### config.mk
export PLATFORM = sky130hd
export DESIGN_NAME = uart_byte_transmitter
export DESIGN_NICKNAME = d
export VERILOG_FILES = /design/src/sv/ubt_pkg.sv /design/src/sv/ubt_frame_ctrl.sv /design/src/sv/uart_byte_transmitter.sv
export SDC_FILE = /design/constraint.sdc
export NUM_CORES = 1
export LEC_CHECK = 0
export BUFFER_PORTS_ARGS = -buffer_cell sky130_fd_sc_hd__buf_2
export CORE_MARGIN = 4
export CORE_UTILIZATION = 50
export DETAILED_ROUTE_END_ITERATION = 10
export PLACE_DENSITY = 0.66
export SYNTH_ARGS = -nofsm -noshare
export SYNTH_HDL_FRONTEND = slang
export SYNTH_HIERARCHICAL = 1
export SYNTH_SLANG_ARGS = --single-unit
### constraint.sdc
create_clock -name clk -period 4.07 [get_ports clk]
set_input_delay 0.6105 -clock clk [delete_from_list [all_inputs] [get_ports clk]]
set_output_delay 0.6105 -clock clk [all_outputs]
set_load 0.1 [all_outputs]
### src/sv/ubt_pkg.sv
// ----------------------------------------------------------------------------
// ubt_pkg
// Shared types and constants of the UART byte transmitter: frame phases,
// item kinds, register indexes and the item and result records.
// ----------------------------------------------------------------------------
`default_nettype none

package ubt_pkg;

  localparam int DATA_BITS = 8;
  localparam int PERIOD_W  = 16;
  localparam int TICK_W    = PERIOD_W + 1;
  localparam int PHASE_W   = 4;
  localparam int CFG_IDX_W = 2;

  typedef logic [PHASE_W-1:0] phase_t;

  localparam phase_t PH_IDLE   = phase_t'(0);
  localparam phase_t PH_START  = phase_t'(1);
  localparam phase_t PH_PARITY = phase_t'(DATA_BITS + 2);
  localparam phase_t PH_STOP   = phase_t'(DATA_BITS + 3);

  localparam logic KIND_TICK = 1'b0;
  localparam logic KIND_SEND = 1'b1;

  localparam logic [CFG_IDX_W-1:0] CFG_BIT_PERIOD  = CFG_IDX_W'(0);
  localparam logic [CFG_IDX_W-1:0] CFG_INVERT_LINE = CFG_IDX_W'(1);

  typedef struct packed {
    logic       kind;
    logic [7:0] data_byte;
    logic       parity_enable;
    logic       two_stop_bits;
  } item_t;

  typedef struct packed {
    logic tx_line;
    logic busy_res;
    logic accepted;
  } result_t;

endpackage

`default_nettype wire

### src/sv/ubt_frame_ctrl.sv
// ----------------------------------------------------------------------------
// ubt_frame_ctrl
// Frame state of the transmitter: applies one item per step and returns the
// line level, busy flag and send acceptance after the item.
// ----------------------------------------------------------------------------
`default_nettype none

module ubt_frame_ctrl (
  input  wire logic                        clk,
  input  wire logic                        rst_n,
  input  wire logic                        step,
  input  wire ubt_pkg::item_t              item,
  input  wire logic [ubt_pkg::PERIOD_W-1:0] bit_period,
  input  wire logic                        invert_line,
  output ubt_pkg::result_t                 res
);

  logic                          line_level_r, line_level_nxt;
  logic [ubt_pkg::DATA_BITS-1:0] shift_data_r, shift_data_nxt;
  ubt_pkg::phase_t               phase_r, phase_nxt;
  logic [ubt_pkg::TICK_W-1:0]    tick_count_r, tick_count_nxt;
  logic                          parity_value_r, parity_value_nxt;
  logic                          parity_on_r, parity_on_nxt;
  logic                          long_stop_r, long_stop_nxt;
  logic                          acc;

  logic [ubt_pkg::TICK_W-1:0]    len;
  logic [ubt_pkg::TICK_W-1:0]    tick_inc;
  ubt_pkg::phase_t               phase_inc;

  assign len = (phase_r == ubt_pkg::PH_STOP && long_stop_r) ?
               {bit_period, 1'b0} : {1'b0, bit_period};
  assign tick_inc  = tick_count_r + ubt_pkg::TICK_W'(1);
  assign phase_inc = (phase_r + ubt_pkg::phase_t'(1) == ubt_pkg::PH_PARITY && !parity_on_r) ?
                     ubt_pkg::PH_STOP : phase_r + ubt_pkg::phase_t'(1);

  always_comb begin
    line_level_nxt   = line_level_r;
    shift_data_nxt   = shift_data_r;
    phase_nxt        = phase_r;
    tick_count_nxt   = tick_count_r;
    parity_value_nxt = parity_value_r;
    parity_on_nxt    = parity_on_r;
    long_stop_nxt    = long_stop_r;
    acc              = 1'b0;
    if (item.kind == ubt_pkg::KIND_SEND) begin
      if (phase_r == ubt_pkg::PH_IDLE && bit_period != '0) begin
        shift_data_nxt   = item.data_byte[ubt_pkg::DATA_BITS-1:0];
        parity_value_nxt = ^item.data_byte[ubt_pkg::DATA_BITS-1:0];
        parity_on_nxt    = item.parity_enable;
        long_stop_nxt    = item.two_stop_bits;
        phase_nxt        = ubt_pkg::PH_START;
        tick_count_nxt   = '0;
        line_level_nxt   = 1'b0;
        acc              = 1'b1;
      end
    end else if (phase_r != ubt_pkg::PH_IDLE) begin
      tick_count_nxt = tick_inc;
      if (tick_inc >= len) begin
        tick_count_nxt = '0;
        if (phase_r >= ubt_pkg::PH_STOP) begin
          phase_nxt      = ubt_pkg::PH_IDLE;
          line_level_nxt = 1'b1;
        end else begin
          phase_nxt = phase_inc;
          if (phase_inc < ubt_pkg::PH_PARITY) begin
            line_level_nxt = shift_data_r[0];
            shift_data_nxt = shift_data_r >> 1;
          end else if (phase_inc == ubt_pkg::PH_PARITY) begin
            line_level_nxt = parity_value_r;
          end else begin
            line_level_nxt = 1'b1;
          end
        end
      end
    end
  end

  always_ff @(posedge clk) begin
    if (!rst_n) begin
      line_level_r   <= 1'b1;
      shift_data_r   <= '0;
      phase_r        <= ubt_pkg::PH_IDLE;
      tick_count_r   <= '0;
      parity_value_r <= 1'b0;
      parity_on_r    <= 1'b0;
      long_stop_r    <= 1'b0;
    end else if (step) begin
      line_level_r   <= line_level_nxt;
      shift_data_r   <= shift_data_nxt;
      phase_r        <= phase_nxt;
      tick_count_r   <= tick_count_nxt;
      parity_value_r <= parity_value_nxt;
      parity_on_r    <= parity_on_nxt;
      long_stop_r    <= long_stop_nxt;
    end
  end

  assign res.tx_line  = line_level_nxt ^ invert_line;
  assign res.busy_res = (phase_nxt != ubt_pkg::PH_IDLE);
  assign res.accepted = acc;

  a_accept_starts: assert property (@(posedge clk) disable iff (!rst_n)
    step && acc |=> phase_r == ubt_pkg::PH_START && !line_level_r)
    else $error("accepted send did not enter start phase");

  a_accept_only_idle: assert property (@(posedge clk) disable iff (!rst_n)
    step && acc |-> phase_r == ubt_pkg::PH_IDLE && bit_period != '0)
    else $error("send accepted while busy or unconfigured");

  a_phase_range: assert property (@(posedge clk) disable iff (!rst_n)
    phase_r <= ubt_pkg::PH_STOP)
    else $error("frame phase out of range");

  a_idle_line_high: assert property (@(posedge clk) disable iff (!rst_n)
    phase_r == ubt_pkg::PH_IDLE |-> line_level_r && tick_count_r == '0)
    else $error("idle line not at idle level");

endmodule

`default_nettype wire

### src/sv/uart_byte_transmitter.sv
// ----------------------------------------------------------------------------
// uart_byte_transmitter
// Serial byte transmitter driven by tick and send items, with a registered
// input stage and a registered result stage around the frame logic.
//
//   channel | direction | handshake        | payload
//   in_     | input     | in_valid/in_stall | kind, data_byte, parity_enable,
//           |           |                  | two_stop_bits
//   out_    | output    | out_valid/out_stall | tx_line, busy_res, accepted
//   cfg_    | input     | cfg_valid/cfg_ready | cfg_index, cfg_data
//
// One item per cycle sustained while out_stall is low; each item passes
// through the input register and then the result register.
// Frame state updates once per item as it moves from the input register.
// Reset clears the valid flags, configuration and frame state at once; no clearing pass.
// A stalled result holds both stages; in_stall rises only when both are full.
// cfg_ready is always high.
// ----------------------------------------------------------------------------
`default_nettype none

module uart_byte_transmitter (
  input  wire logic                          clk,
  input  wire logic                          rst_n,
  input  wire logic                          in_valid,
  output logic                               in_stall,
  input  wire logic                          in_kind,
  input  wire logic [7:0]                    in_data_byte,
  input  wire logic                          in_parity_enable,
  input  wire logic                          in_two_stop_bits,
  output logic                               out_valid,
  input  wire logic                          out_stall,
  output logic                               out_tx_line,
  output logic                               out_busy_res,
  output logic                               out_accepted,
  input  wire logic                          cfg_valid,
  output logic                               cfg_ready,
  input  wire logic [ubt_pkg::CFG_IDX_W-1:0] cfg_index,
  input  wire logic [ubt_pkg::PERIOD_W-1:0]  cfg_data
);

  logic                          s1_valid_r, s1_valid_nxt;
  ubt_pkg::item_t                s1_item_r;
  logic                          out_valid_r, out_valid_nxt;
  ubt_pkg::result_t              out_res_r;
  ubt_pkg::result_t              res;
  logic [ubt_pkg::PERIOD_W-1:0]  bit_period_r;
  logic                          invert_line_r;
  logic                          in_xfer;
  logic                          adv;

  assign adv      = s1_valid_r && (!out_valid_r || !out_stall);
  assign in_stall = s1_valid_r && out_valid_r && out_stall;
  assign in_xfer  = in_valid && !in_stall;

  assign s1_valid_nxt  = in_xfer ? 1'b1 : (adv ? 1'b0 : s1_valid_r);
  assign out_valid_nxt = adv ? 1'b1 : (out_valid_r && out_stall);

  always_ff @(posedge clk) begin
    if (!rst_n) begin
      s1_valid_r  <= 1'b0;
      out_valid_r <= 1'b0;
    end else begin
      s1_valid_r  <= s1_valid_nxt;
      out_valid_r <= out_valid_nxt;
    end
  end

  always_ff @(posedge clk) begin
    if (in_xfer) begin
      s1_item_r <= '{kind: in_kind, data_byte: in_data_byte,
                     parity_enable: in_parity_enable, two_stop_bits: in_two_stop_bits};
    end
    if (adv) begin
      out_res_r <= res;
    end
  end

  assign cfg_ready = 1'b1;

  always_ff @(posedge clk) begin
    if (!rst_n) begin
      bit_period_r  <= '0;
      invert_line_r <= 1'b0;
    end else if (cfg_valid && cfg_ready) begin
      case (cfg_index)
        ubt_pkg::CFG_BIT_PERIOD:  bit_period_r  <= cfg_data;
        ubt_pkg::CFG_INVERT_LINE: invert_line_r <= cfg_data[0];
        default: ;
      endcase
    end
  end

  ubt_frame_ctrl u_frame (
    .clk         (clk),
    .rst_n       (rst_n),
    .step        (adv),
    .item        (s1_item_r),
    .bit_period  (bit_period_r),
    .invert_line (invert_line_r),
    .res         (res)
  );

  assign out_valid    = out_valid_r;
  assign out_tx_line  = out_res_r.tx_line;
  assign out_busy_res = out_res_r.busy_res;
  assign out_accepted = out_res_r.accepted;

endmodule

`default_nettype wire
==> out/metrics.cfg <==
[global_route]
antenna_found_initial = 0
overflow = 0
grt-busiest-layer = met2
grt_use_total = 0.173
grt_use_met1 = 0.221
grt_max_degree = 39
grt_util_met3 = 0.0490
grtUsageMet2 = 0.291
grt_first_pass_wirelength_mm = 13.7
first_global_vias = 2975

[final_layout]
final_common_cell = nand2_1
n_antenna_cell = 0
nets = 522
finalCoreUtilization = 0.558
drive_gt1_frac = 0.146
syn2layout_area_growth_pct = 8.87
final_cell_mix = 68 x nand2_1, 52 x dfxtp_1, 41 x mux2i_1
num-fill-cells = 697

[timing]
slew_viol_final = 0
min_period_ns = 3.71
tightest_slew_ns = 1.03
slew_headroom = 0.311
fin_skew_ns = 0.00837
hold_viol = 0
max_freq_mhz = 269
period_share = 0.912
rsz0062_at_grt = false
finalSetupViolCount = 0
fin_tns_setup_ns = 0

[critical_path]
crit_required_ns = 4.15
regToRegSetupSlack_ns = 0.36
startpoint = u_frame/tick_count_r[0]
cp.arrival_ns = 3.80
cp_max_fo = 8
end_kind = register
cp-endpoint = out_busy_res
worstSetupPathType = register to register
r2r_cells = 13
r2r_end = out_busy_res
crit_path_start_kind = register
reg2reg_from = u_frame/tick_count_r[0]

[route]
drc = 0
drt_iter0_drc = 94
dr.pass1.iters = 4
wire_per_inst_um = 13.7
ant_nets = 0
routed_wl_mm = 7.88
vias = 3148
vias_per_cell = 5.48

[clocking]
clkTransAtPathRegs_ns = 0.07
numCtsBuffers = 9
clk_path_buf_depth = 2
root_buffer = clkbuf_8
cts.sinks = 66
cts_tree = built
h-tree-depth = 3
post_cts_buffers = 0
insertion_delay_ns = 0.34
hold_buffers = 0

[power_and_ir_drop]
p_sw_frac = 0.271
p_seq_frac = 0.468
combPwrFrac = 0.142
switching_power_uw = 414
irDropWorstVdd_mv = 0.214
powerDensity_mw_per_mm2 = 354
intPower_uw = 1110
total_power_uw = 1530
clock_power_share = 0.391
leakage_uw = 0.00172

[synthesis]
yosys_warnings = 6
synth_edf_count = 14
post-synth-top-area-fraction = 0.263
syn_area_mm2 = 0.00396
ys_seq_area_frac = 0.369
synth_cell_types = 51
syn_area_per_cell_um2 = 8.92
synth-async-reset-ratio = 0
syn_inst = 444
yosys.area.top_type = dfxtp_1
synthesis.nets = 499
ys_seq_elements = 66
synthTopCellsByArea = dfxtp_1 26%, edfxtp_1 11%, mux2i_1 10%, ha_1 6.6%, nand2_1 6.4%
synth_ff_type = dfxtp_1

[place]
dp_hpwl_mm = 5.64
gp_congestion = 0.836
io_buffers = 38

[die]
die_w_um = 97.0
die_area_mm2 = 0.00941
core-area_mm2 = 0.00773
io_pins = 40
std_cell_rows = 32
die_height_um = 97.0
start_util = 0.513

[status]
outcome = complete, no violations

[job]
maxCapViolCount = 0

[worst_hold_path]
hp-class = primary input to register

worst min path at each step:
| stage | cells past startpoint | to | slack [ns] | from |
|---|---|---|---|---|
| 6_report | 1 | s1_item_r[1] | 0.44 | in_parity_enable |
| 5_1_grt | 1 | s1_item_r[3] | 0.41 | in_data_byte[1] |
| 4_1_cts | 1 | s1_item_r[1] | 0.42 | in_parity_enable |
| 3_3_place_gp | 2 | u_frame/tick_count_r[15] | 0.44 | u_frame/tick_count_r[15] |
| 3_5_place_dp | 2 | u_frame/shift_data_r[6] | 0.46 | u_frame/shift_data_r[6] |
| 2_1_floorplan | 2 | u_frame/tick_count_r[15] | 0.43 | u_frame/tick_count_r[15] |
metrics by stage:
| stage | std cells | setup slack [ns] | cell area [um^2] | hold WS [ns] |
|---|---|---|---|---|
| 2_1_floorplan | 444 | 0.598 | 3960 | 0.432 |
| 3_3_place_gp | 558 | 0.516 | 4090 | 0.442 |
| 3_5_place_dp | 558 | 0.386 | 4090 | 0.463 |
| 4_1_cts | 574 | 0.339 | 4310 | 0.422 |
| 5_1_grt | 574 | 0.0436 | 4310 | 0.414 |
| 6_report | 574 | 0.358 | 4310 | 0.438 |
cell families after synthesis:
kind of cell / Yosys count / synth area share
AND/OR/NAND/NOR: 168 / 0.207
AO/OA/AOI/OAI: 85 / 0.135
flip-flops: 66 / 0.369
multiplexers: 41 / 0.104
buffers and inverters: 37 / 0.0622
XOR/XNOR: 25 / 0.0553
adder cells (fa/ha/maj): 21 / 0.0663
other: 1 / 0.000946
cells in the mapped netlist, types with 2 or more instances:
master and number:
nand2_1 68, dfxtp_1 52, mux2i_1 41, a21oi_1 33
nand3_1 23, ha_1 21, nor2_1 19, o21ai_0 18
xnor2_1 16, edfxtp_1 14, buf_2 11, a31oi_1 9
nor3_1 9, xor2_1 9, nand4_1 8, or3_1 8
buf_6 7, inv_1 7, nor2b_1 7, clkbuf_1 6
o21ai_1 6, nor4_1 5, and3_1 4, buf_4 4
a211oi_1 3, and2_1 3, nand4b_1 3, o21a_1 3
and3_2 2, nand2b_1 2, nor3b_2 2, o22ai_1 2
metal layers:
metal | part of all wire | routed length [um] | vias to the layer above
li1 | - | - | 1622
met1 | 0.46 | 3640 | 1473
met2 | 0.50 | 3930 | 51
met3 | 0.036 | 283 | 2
met4 | 0.0037 | 29 | 0
met5 | 0 | 0 | -
critical path: stages, from the launching register on:
cell and delay [ns]:
dfxtp_1 0.40, ha_1 0.25, nand3_1 0.24, nor2_2 0.21
nand2b_1 0.16, nor3_1 0.22, xor2_1 0.25, ha_1 0.29
a21boi_1 0.16, a2111oi_4 0.37, o311ai_4 0.24, and2_2 0.27
a221oi_1 0.26, o21ai_0 0.12
registers in the layout, indices dropped and copies added (netlist names):
signal                  cells
bit_period_r               16
invert_line_r               1
out_accepted                1
out_busy_res                1
out_tx_line                 1
out_valid                   1
s1_item_r                  11
s1_valid_r                  1
u_frame/line_level_r        1
u_frame/long_stop_r         1
u_frame/parity_on_r         1
u_frame/parity_value_r      1
u_frame/phase_r             4
u_frame/shift_data_r        8
u_frame/tick_count_r       17
power groups by stage:
stage	Clock, uW	Combinational, uW	Sequential (uW)
finish	597	216	714
global route	645	240	717
CTS	615	215	714
detailed placement	0	214	729
global placement	0	211	729
floorplan	0	166	742
area by class of cell:
class / count / area, um^2 / area share
clock buffers: 9 / 124 / 0.0287
clock inverters: 7 / 93.8 / 0.0218
inverters: 7 / 26.3 / 0.00609
well taps: 102 / 128 / 0.0296
repair buffers: 42 / 224 / 0.0519
multi-input cells: 341 / 2260 / 0.523
flip-flops and latches: 66 / 1460 / 0.339
what timing repair did:
action,in CTS,in global routing
endpoints found under the setup margin,0,15
gates resized for setup,0,2
hold endpoints to repair,0,0
No activity file was read; power rests on OpenSTA's default activity.
